--- src/rtl/core/assert_macros.svh ---
// Assertion macros shared by the RTL of the colour blend and fade block.
// Depends on nothing; included by files that carry concurrent assertions.
`ifndef ASSERT_MACROS_SVH
`define ASSERT_MACROS_SVH

// Same-cycle implication, disabled while reset is held
`define ASSERT_IMPL(label, clk, rst_n, a, c) \
  label: assert property (@(posedge clk) disable iff (!rst_n) (a) |-> (c)) \
    else $error("assertion failed: same-cycle implication");

// Next-cycle implication, disabled while reset is held
`define ASSERT_NEXT(label, clk, rst_n, a, c) \
  label: assert property (@(posedge clk) disable iff (!rst_n) (a) |=> (c)) \
    else $error("assertion failed: next-cycle implication");

`endif

--- src/rtl/core/rbf_pkg.sv ---
// Types and constants of the rgb555 blend and fade block.
// Depends on nothing; imported by rgb555_blend_and_fade_top.
`timescale 1ns / 1ps

package rbf_pkg;

  typedef logic [4:0]  chan_t;
  typedef logic [15:0] color_t;

  // Configuration register indexes
  typedef enum logic [1:0] {
    REG_BLEND_MODE   = 2'd0,
    REG_BLEND_WEIGHT = 2'd1,
    REG_FADE_LEVEL   = 2'd2,
    REG_UNUSED       = 2'd3
  } cfg_reg_t;

  localparam color_t WHITE_COLOR = 16'h7FFF;
  localparam color_t BLACK_COLOR = 16'h0000;
  localparam chan_t  CHAN_MAX    = 5'd31;
  localparam int     NUM_CHAN    = 3;

endpackage

--- src/rtl/core/rgb555_blend_and_fade_top.sv ---
// Top level of the rgb555 blend and fade block: five-stage pipeline.
// Depends on rbf_pkg and assert_macros.svh.
`timescale 1ns / 1ps
`include "assert_macros.svh"

// One palette colour per transaction, one transaction per clock. A colour
// accepted on start leaves the last stage with out_valid high for
// one cycle; busy never rises, so start may be held high for a stream. The
// five register stages are: operand prepare, blend multiply, blend add and
// pass select, fade multiply, fade finish. The receiver cannot stall the
// output. Configuration is written on cfg_we with cfg_index 0 for the blend
// mode, 1 for the blend weight and 2 for the signed fade level; index 3 is
// ignored. Write it only when no transaction is in flight.
module rgb555_blend_and_fade_top
  import rbf_pkg::*;
(
  input  logic        clk,
  input  logic        rst_n,
  input  logic        start,
  output logic        busy,
  input  logic [15:0] in_source_color,
  input  logic [15:0] in_target_color,
  input  logic        in_last_entry,
  output logic        out_valid,
  output logic [15:0] out_result_color,
  output logic        out_last_entry_out,
  input  logic        cfg_we,
  input  logic [1:0]  cfg_index,
  input  logic [6:0]  cfg_data
);

  // Configuration registers
  logic              mode_r;
  logic [5:0]        weight_r;
  logic signed [6:0] fade_r;

  // Valid bits, one per stage
  logic v1_r, v2_r, v3_r, v4_r, v5_r;

  // Stage 1: channel base and signed difference
  chan_t             base1_r [NUM_CHAN];
  logic signed [5:0] diff1_r [NUM_CHAN];
  color_t            src1_r, tgt1_r;
  logic              last1_r;

  // Stage 2: weighted difference
  chan_t              base2_r [NUM_CHAN];
  logic signed [12:0] prod2_r [NUM_CHAN];
  color_t             src2_r, tgt2_r;
  logic               last2_r;

  // Stage 3: stage-one colour
  color_t col3_r;
  logic   last3_r;

  // Stage 4: fade product
  logic [9:0] prod4_r [NUM_CHAN];
  color_t     col4_r;
  logic       last4_r;

  // Stage 5: output
  color_t res5_r;
  logic   last5_r;

  // Combinational next values
  chan_t              base1_nxt [NUM_CHAN];
  logic signed [5:0]  diff1_nxt [NUM_CHAN];
  logic signed [12:0] prod2_nxt [NUM_CHAN];
  color_t             col3_nxt;
  logic [9:0]         prod4_nxt [NUM_CHAN];
  color_t             res5_nxt;

  logic              fade_pos;
  logic [6:0]        fade_abs;
  chan_t             fade_k;
  logic              fade_white, fade_black, fade_zero;

  assign busy = 1'b0;

  // Configuration writes
  always_ff @(posedge clk) begin
    if (!rst_n) begin
      mode_r   <= 1'b0;
      weight_r <= '0;
      fade_r   <= '0;
    end else if (cfg_we) begin
      unique case (cfg_reg_t'(cfg_index))
        REG_BLEND_MODE:   mode_r   <= cfg_data[0];
        REG_BLEND_WEIGHT: weight_r <= cfg_data[5:0];
        REG_FADE_LEVEL:   fade_r   <= $signed(cfg_data);
        default: ;
      endcase
    end
  end

  // Stage 1: target minus source, or 31 minus twice the source
  always_comb begin
    for (int j = 0; j < NUM_CHAN; j++) begin
      base1_nxt[j] = in_source_color[5*j +: 5];
      if (mode_r) begin
        diff1_nxt[j] = $signed({1'b0, CHAN_MAX}) - $signed({base1_nxt[j], 1'b0});
      end else begin
        diff1_nxt[j] = $signed({1'b0, in_target_color[5*j +: 5]})
                     - $signed({1'b0, base1_nxt[j]});
      end
    end
  end

  // Stage 2: multiply by the weight, both operands at full product width
  always_comb begin
    for (int j = 0; j < NUM_CHAN; j++) begin
      prod2_nxt[j] = $signed({7'b0, weight_r}) * 13'(diff1_r[j]);
    end
  end

  // Stage 3: add floor of the product over 32, or pass a colour through
  always_comb begin
    logic signed [12:0] q;
    col3_nxt = '0;
    for (int j = 0; j < NUM_CHAN; j++) begin
      q = prod2_r[j] >>> 5;
      col3_nxt[5*j +: 5] = base2_r[j] + q[4:0];
    end
    if (!mode_r && weight_r == 6'd0) begin
      col3_nxt = src2_r;
    end else if (!mode_r && weight_r > 6'd31) begin
      col3_nxt = tgt2_r;
    end
  end

  // Fade decode
  always_comb begin
    fade_pos   = !fade_r[6];
    fade_abs   = fade_r[6] ? 7'(-fade_r) : fade_r;
    fade_k     = CHAN_MAX - fade_abs[4:0];
    fade_zero  = fade_r == 7'sd0;
    fade_white = fade_r > 7'sd31;
    fade_black = fade_r < -7'sd31;
  end

  // Stage 4: multiply by the fade factor
  always_comb begin
    chan_t c;
    for (int j = 0; j < NUM_CHAN; j++) begin
      c = col3_r[5*j +: 5];
      prod4_nxt[j] = fade_k * (fade_pos ? chan_t'(CHAN_MAX - c) : c);
    end
  end

  // Stage 5: finish the fade, force white or black, or pass the colour through
  always_comb begin
    res5_nxt = '0;
    for (int j = 0; j < NUM_CHAN; j++) begin
      res5_nxt[5*j +: 5] = fade_pos ? chan_t'(CHAN_MAX - prod4_r[j][9:5])
                                    : prod4_r[j][9:5];
    end
    if (fade_zero) begin
      res5_nxt = col4_r;
    end else if (fade_white) begin
      res5_nxt = WHITE_COLOR;
    end else if (fade_black) begin
      res5_nxt = BLACK_COLOR;
    end
  end

  // Advance the valid bits
  always_ff @(posedge clk) begin
    if (!rst_n) begin
      v1_r <= 1'b0;
      v2_r <= 1'b0;
      v3_r <= 1'b0;
      v4_r <= 1'b0;
      v5_r <= 1'b0;
    end else begin
      v1_r <= start && !busy;
      v2_r <= v1_r;
      v3_r <= v2_r;
      v4_r <= v3_r;
      v5_r <= v4_r;
    end
  end

  // Advance the payload
  always_ff @(posedge clk) begin
    base1_r <= base1_nxt;
    diff1_r <= diff1_nxt;
    src1_r  <= in_source_color;
    tgt1_r  <= in_target_color;
    last1_r <= in_last_entry;

    base2_r <= base1_r;
    prod2_r <= prod2_nxt;
    src2_r  <= src1_r;
    tgt2_r  <= tgt1_r;
    last2_r <= last1_r;

    col3_r  <= col3_nxt;
    last3_r <= last2_r;

    prod4_r <= prod4_nxt;
    col4_r  <= col3_r;
    last4_r <= last3_r;

    res5_r  <= res5_nxt;
    last5_r <= last4_r;
  end

  assign out_valid          = v5_r;
  assign out_result_color   = res5_r;
  assign out_last_entry_out = last5_r;

  // Checks
  `ASSERT_NEXT(a_valid_flow, clk, rst_n, v4_r, out_valid)
  `ASSERT_IMPL(a_fade_white, clk, rst_n, out_valid && fade_white, out_result_color == WHITE_COLOR)
  `ASSERT_IMPL(a_fade_black, clk, rst_n, out_valid && fade_black, out_result_color == BLACK_COLOR)
  `ASSERT_IMPL(a_plain_pass, clk, rst_n, out_valid && fade_zero && !mode_r && weight_r == 6'd0, out_result_color == $past(in_source_color, 5))

endmodule
--- config.mk ---
export PLATFORM = sky130hd
export DESIGN_NAME = rgb555_blend_and_fade_top
export DESIGN_NICKNAME = d
export VERILOG_FILES = /design/src/rtl/core/rbf_pkg.sv /design/src/rtl/core/rgb555_blend_and_fade_top.sv
export VERILOG_INCLUDE_DIRS = /design/src /design/src/rtl/core
export SDC_FILE = /design/constraint.sdc
export NUM_CORES = 1
export LEC_CHECK = 0
export ABC_AREA = 1
export BUFFER_PORTS_ARGS = -buffer_cell sky130_fd_sc_hd__buf_2
export CAP_MARGIN = 20
export CORE_ASPECT_RATIO = 0.5
export CORE_UTILIZATION = 50
export CTS_CLUSTER_SIZE = 25
export DETAILED_ROUTE_END_ITERATION = 10
export GPL_TIMING_DRIVEN = 0
export PLACE_DENSITY = 0.7
export SETUP_SLACK_MARGIN = 0.15
export SYNTH_ARGS = -nofsm -noshare
export SYNTH_HDL_FRONTEND = slang
export SYNTH_SLANG_ARGS = --single-unit
--- constraint.sdc ---
create_clock -name clk -period 3.99 [get_ports clk]
set_clock_uncertainty 0.05 [all_clocks]
set_input_delay 0.798 -clock clk [delete_from_list [all_inputs] [get_ports clk]]
set_output_delay 0.798 -clock clk [all_outputs]
set_load 0.1 [all_outputs]
==> results of run 1 <==
-- synth_stat cells (3+ instances only) --
master / count
inv_1: 274
o21ai_0: 53
o31a_1: 3
nand4_1: 29
mux2i_1: 3
nand2_4: 3
xnor2_1: 10
buf_2: 12
clkbuf_1: 18
o21bai_1: 5
dfxtp_1: 184
fa_1: 81
nand3_1: 34
xor2_1: 31
inv_2: 7
nand2_1: 291
nand3b_1: 6
o211ai_1: 8
or2_2: 10
a21oi_1: 53
clkbuf_2: 4
a31oi_1: 19
o22ai_1: 6
ha_1: 122
nor2_1: 86
nand2_2: 5
o21ai_1: 7
nor3_1: 8
-- sequential cells by signal, summed over array words and instances (netlist names), 6 cells and up --
register,count
tgt2_r,16
tgt1_r,16
fade_r,7
src1_r,16
weight_r,6
diff1_r,18
out_result_color,16
prod4_r,15
prod2_r,15
col4_r,16
col3_r,16
src2_r,16
-- critical path: cells and delay by family, from the launching register on --
kind	cells	cell delay (ns)
AND/OR/NAND/NOR	7	0.68
adder cells (fa/ha/maj)	5	1.55
AO/OA/AOI/OAI	4	0.65
flip-flops	1	0.34
buffers and inverters	4	0.40
-- timing repair --
action | CTS | global route
setup buffers | 4 | 25
gates cloned | 1 | 1
pin swaps | 15 | 32
resized for setup | 58 | 77
endpoints found under the setup margin | 29 | 26
-- routing by layer --
layer  vias up  track usage  share of wire
li1       4562            -              -
met3        60      0.04296          0.059
met1      4354       0.2988           0.44
met4         0      0.08652          0.026
met5         -            0              0
met2       293       0.3867           0.47
-- kinds of logic (layout without fill, tap and decap cells) --
group,after synthesis,count (layout),synth area share
xor+xnor,42,42,0.03277
buf+inv,321,445,0.1099
flops,184,184,0.3216
simple gates,484,485,0.1813
compound gates,158,158,0.07668
other cells,1,1,0.0003274
mux,3,3,0.002622
fa+ha+maj,203,203,0.2748
-- placed cells by master (no fill, tap or decap), drive strengths merged, types with 32 or more instances in the layout --
cell and count:
nand3 36, inv 289, fa 81, ha 122
nor2 89, a21oi 53, o21ai 61, xor2 32
clkbuf 35, dfxtp 184, nand2 300, buf 113
-- stage by stage --
stage	cells	setup TNS (ns)	hold slack (ns)	util	instance area (sq um)
final	1821	0	0.2765	0.6127	13520
after global routing	1821	0	0.2815	0.6127	13520
after CTS	1795	0	0.2785	0.5911	13040
after detailed placement	1759	-6.790	0.2621	0.5506	12150
after global placement	1759	-4.815	0.2601	0.5506	12150
after floorplan	1396	0	0.2596	-	11460
-- cell type report --
cell class	instances	area, sq um	share of cell area
inverter	283	1101	0.08146
clock inverter	14	152.6	0.01129
clock buffer	17	425.4	0.03147
sequential	184	3692	0.2732
timing repair buffer	93	558.0	0.04128
buffer	38	326.6	0.02416
tap	300	375.4	0.02777
multi-input combinational	892	6885	0.5094
-- how the worst max path moves through the flow --
stage                     endpoint                startpoint  slack (ns)
2_1_floorplan  prod2_r[34]$_DFF_P_  weight_r[2]$_SDFFE_PN0P_        0.15
3_3_place_gp   prod4_r[19]$_DFF_P_    fade_r[0]$_SDFFE_PN0P_       -0.35
3_5_place_dp   prod4_r[19]$_DFF_P_    fade_r[0]$_SDFFE_PN0P_       -0.43
4_1_cts        prod4_r[19]$_DFF_P_    fade_r[0]$_SDFFE_PN0P_        0.14
5_1_grt        prod2_r[34]$_DFF_P_  weight_r[5]$_SDFFE_PN0P_        0.05
6_report       prod4_r[19]$_DFF_P_    fade_r[0]$_SDFFE_PN0P_        0.21
==> metrics.md, run 1 <==
| Metric | Value |
|---|---|
| RSZ-0062 raised after global routing | yes |
| Crit path largest cell delay | about 0.48 ns |
| Post-layout min period | 3.784 ns |
| Post-synthesis sequential area ratio | 0.3216 |
| Cells on worst reg2reg path | 20 |
| Clk Latency, worst-skew pair | about 0.44 ns |
| Worst Hold Endpoint | out_last_entry_out$_DFF_P_ |
| Worst setup margin | a little over 0.2 ns |
| DP Wirelength | 20030 um |
| Area of the core | 22060 sq um |
| Post-Route WL | around 27000 um |
| Hold path start | last4_r$_DFF_P_ |
| Hold-fix buffers at CTS | 0 |
| Critical Path AT | about 4 ns |
| # fillers | 1839 |
| DRC | 0 |
| DP Worst Slack | -0.4293 ns |
| Vias/cell | 5.090 |
| Starting Density | 0.5192 |
| Worst r2r dst | prod4_r[19]$_DFF_P_ |
| Worst slew pin tran | about 0.63 ns |
| RR Startpoint | fade_r[0]$_SDFFE_PN0P_ |
| DIE WIDTH | about 220 um |
| GPL Wtd Cong | 0.8858 |
| Global-route wire length before repair | 43060 um |
| Worst hold path type | flop to flop |
| Worst-path clk slew | 0.07 ns |
| GRT Total Usage | 0.2305 |
| DRT antenna net count | 0 |
| CTS tree | built |
| Syn Area/Cell | 8.205 sq um |
| Syn Std Cell Area | around 11000 sq um |
| Period utilization | 0.9485 |
| Clk sinks | 184 |
| Pin count of the biggest net entering global routing | 19 |
| Fraction of layout cells with a size suffix above 1 | 0.1650 |
| Synth-to-Final Area Change | 18.00% |
| Synth area leaders | dfxtp_1, fa_1, ha_1, nand2_1, inv_1 |
| First-pass DRT Iterations | 8 |
| Setup Viol. Count Final | 0 |
| Most Frequent Cell on Critical Path | nand2_1 |
| Global route total overflow | 0 |
| Hold Fails Final Rpt | 0 |
| IO Port Bufs | between 60 and 70 |
| Main synth FF type | dfxtp_1 |
| Drt initial violations | 641 |
| CP Launch Type | flop |
| Register bit total from synthesis | 184 |
| Worst path slowest cell | fa_1 |
| CTS Buf Count | 17 |
| Ant. Diodes | 0 |
| Die Ht | 109.0 um |
| Syn nets | 1645 |
| Max-cap check violation count | 0 |
| Root Driver | clkbuf_16 |
| DR vias | roughly 9300 |
| Synth warnings | 0 |
| Clock H-tree levels | 4 |
| Endpoint class of the critical path | flop |
| Max Clk Rate | 0.2642 GHz |
| DIE AREA | about 24000 sq um |
| Cell Rows | 38 |
| CP Max Fanout | 7 |
| Status | completed |
| Fin nets | approximately 1800 |
| Fin. max-slew vios | 0 |
| Vias in the first global route | around 9100 |
| Yosys top cell area share | 0.3216 |
| Crit Path Category | flop to flop |
| Critical Path RT | 4.26 ns |
| Number of flops mapped to enable cells by yosys | 0 |
| Reg2Reg Setup Slack | 0.21 ns |
| Num ports | 65 |
| Initial antenna violation count | 0 |
| Cells after synthesis | 1396 |
| Max-slew headroom | 0.5788 |
| Yosys cell types | 46 |
| Max clock buf depth | 2 |
| CP Cell Sequence | buf_6 > clkinv_8 > ha_2 > nand2_1 > nor2_1 > o21ai_0 > nand2_2 > inv_4 > nand2_1 > fa_1 > inv_1 > ha_1 > ha_1 > ha_4 > a21oi_2 > o21bai_1 > a21oi_1 > nand2_1 > nand2_1 > nand2_1 |
| Hold Crit Depth | 0 |
| Fraction of registers with async set/reset | 0 |
| Wire per inst | 14.92 um |
| Cell taking the most area after synthesis | dfxtp_1 |
Power of run 1 is not shown: default switching activity piles up to over one toggle a cycle in this logic, so the estimate is an artifact.
==> inputs of run 2 (changes only) <==
--- a/config.mk
+++ b/config.mk
@@ -8,8 +8,9 @@
 export LEC_CHECK = 0
 export ABC_AREA = 1
 export BUFFER_PORTS_ARGS = -buffer_cell sky130_fd_sc_hd__buf_2
-export CAP_MARGIN = 20
+export CAP_MARGIN = 5
 export CORE_ASPECT_RATIO = 0.5
+export CORE_MARGIN = 4
 export CORE_UTILIZATION = 50
 export CTS_CLUSTER_SIZE = 25
 export DETAILED_ROUTE_END_ITERATION = 10
==> metrics.md, run 2 (synthesis gave the netlist of run 1 again) <==
| Metric | Value |
|---|---|
| Status | completed |
| Drt initial violations | 836 |
| Endpoint class of the critical path | flop |
| GPL Wtd Cong | 0.8951 |
| DP Wirelength | 20380 um |
| CP Max Fanout | 6 |
| Post-Route WL | 27350 um |
| # fillers | around 1800 |
| Die Ht | 115.0 um |
| Area of the core | ~22000 sq um |
| Commonest non-fill, non-tap cell in the layout | nand2_1 |
| Max reg flops | 18 |
| Pin count of the biggest net entering global routing | 19 |
| Setup Viol. Count Final | 0 |
| Max clock buf depth | 2 |
| Ant. Diodes | 0 |
| CP Launch Type | flop |
| Max Clk Rate | 0.2632 GHz |
| Fin nets | 1760 |
| Max-cap check violation count | 0 |
| Fraction of layout cells with a size suffix above 1 | 0.1635 |
| Wire per inst | 15.00 um |
| Starting Density | 0.5181 |
| CTS Buf Count | 17 |
| Register area | 3690 sq um |
| Hold Fails Final Rpt | 0 |
| Num ports | 65 |
| Global route total overflow | 0 |
| Critical Path RT | 4.26 ns |
| Fin. max-slew vios | 0 |
| Critical Path AT | 4.07 ns |
| Post-layout min period | approximately 3.8 ns |
| Area of the multi-input gates | 6865 sq um |
| Clk sinks | 184 |
| Synth-to-Final Area Change | 17.96% |
| DRT antenna net count | 0 |
| DIE WIDTH | approximately 220 um |
| Vias in the first global route | 9147 |
| DIE AREA | 25540 sq um |
| Worst slew pin tran | 0.6713 ns |
| Worst-path clk slew | 0.08 ns |
| IO Port Bufs | 63 |
| DRC | 0 |
| Hold-fix buffers at CTS | 0 |
| Worst hold path type | flop to flop |
| RSZ-0062 raised after global routing | yes |
| Vias/cell | 5.096 |
| Setup TNS | 0 ns |
| Global-route wire length before repair | 44050 um |
| Period utilization | 0.9522 |
| Commonest non-fill, non-tap cells in the layout | nand2_1, inv_1, dfxtp_1 |
| CTS tree | built |
| Largest Register | diff1_r |
| GRT Total Usage | 0.2126 |
| First-pass DRT Iterations | 7 |
| Root Driver | clkbuf_16 |
| Clk Latency, worst-skew pair | 0.43 ns |
| Initial antenna violation count | 0 |
| Max-slew headroom | 0.5525 |
| Cell Rows | 38 |
| Clock H-tree levels | 4 |
| DR vias | approximately 9300 |
| Crit Path Category | flop to flop |
==> run 2: cell count changes in the layout (fill, tap and decap cells not counted), moves of 2 or more <==
cell	change
dfxtp_1	+2
nand2_2	+3
o21ai_0	+2
buf_8	+2
inv_2	-4
o21ai_1	-2
dfxtp_2	-2
nand2_1	-2
inv_1	+4
==> run 2: through the flow <==
stage	instances	hold slack, ns	setup slack (ns)	area, sq um	util
floorplan	1396	0.2596	0.1521	11460	-
global placement	1759	0.2599	-0.3275	12150	0.5494
detailed placement	1759	0.2621	-0.3796	12150	0.5494
CTS	1799	0.2751	0.1585	13010	0.5886
global route	1823	0.2826	0.01924	13510	0.6111
finish	1823	0.2775	0.1907	13510	0.6111
==> run 2: area by class of cell <==
type                       instances  share of cell area
buffer                            38             0.02352
multi-input combinational        892              0.5081
timing repair buffer              95             0.04223
inverter                         283             0.08149
tap                              300             0.02778
sequential                       184              0.2731
clock buffer                      18             0.03250
clock inverter                    13             0.01130
==> run 2: final timing paths <==
path / from / to / slack [ns] / depth (start not counted)
worst max-delay path: weight_r[3]$_SDFFE_PN0P_ / prod2_r[22]$_DFF_P_ / 0.19 / 15
worst min-delay path: last1_r$_DFF_P_ / last2_r$_DFF_P_ / 0.28 / 0
worst max register to register: weight_r[3]$_SDFFE_PN0P_ / prod2_r[22]$_DFF_P_ / 0.19 / 15
worst min register to register: last1_r$_DFF_P_ / last2_r$_DFF_P_ / 0.28 / 0
==> run 2: critical path, cell delays in order, from the launching register on <==
cell and delay, ns:
dfxtp_2 0.33, buf_6 0.12, buf_8 0.12, buf_2 0.18, nand2_1 0.08, fa_1 0.49
fa_1 0.55, inv_1 0.06, fa_1 0.48, ha_1 0.32, ha_1 0.38, nand2_1 0.12
nor3_2 0.20, nor2_1 0.06, nand3_1 0.07, nand2_1 0.08
==> run 2: what timing repair did <==
item / in CTS / in global routing
pin swaps: 14 / 35
buffers inserted: 8 / 23
gates resized for setup: 48 / 81
cloned: 1 / 1
endpoints found under the setup margin: 29 / 24
==> run 2: layer usage <==
| layer | global-route usage | vias to the layer above | wire (um) |
|---|---|---|---|
| met5 | 0 | - | 0 |
| met4 | 0.06606 | 0 | 555 |
| met1 | 0.2808 | 4374 | 12110 |
| met2 | 0.3645 | 287 | 13100 |
| li1 | - | 4582 | - |
| met3 | 0.03520 | 47 | 1588 |
Power of run 2 is left out for the same reason.
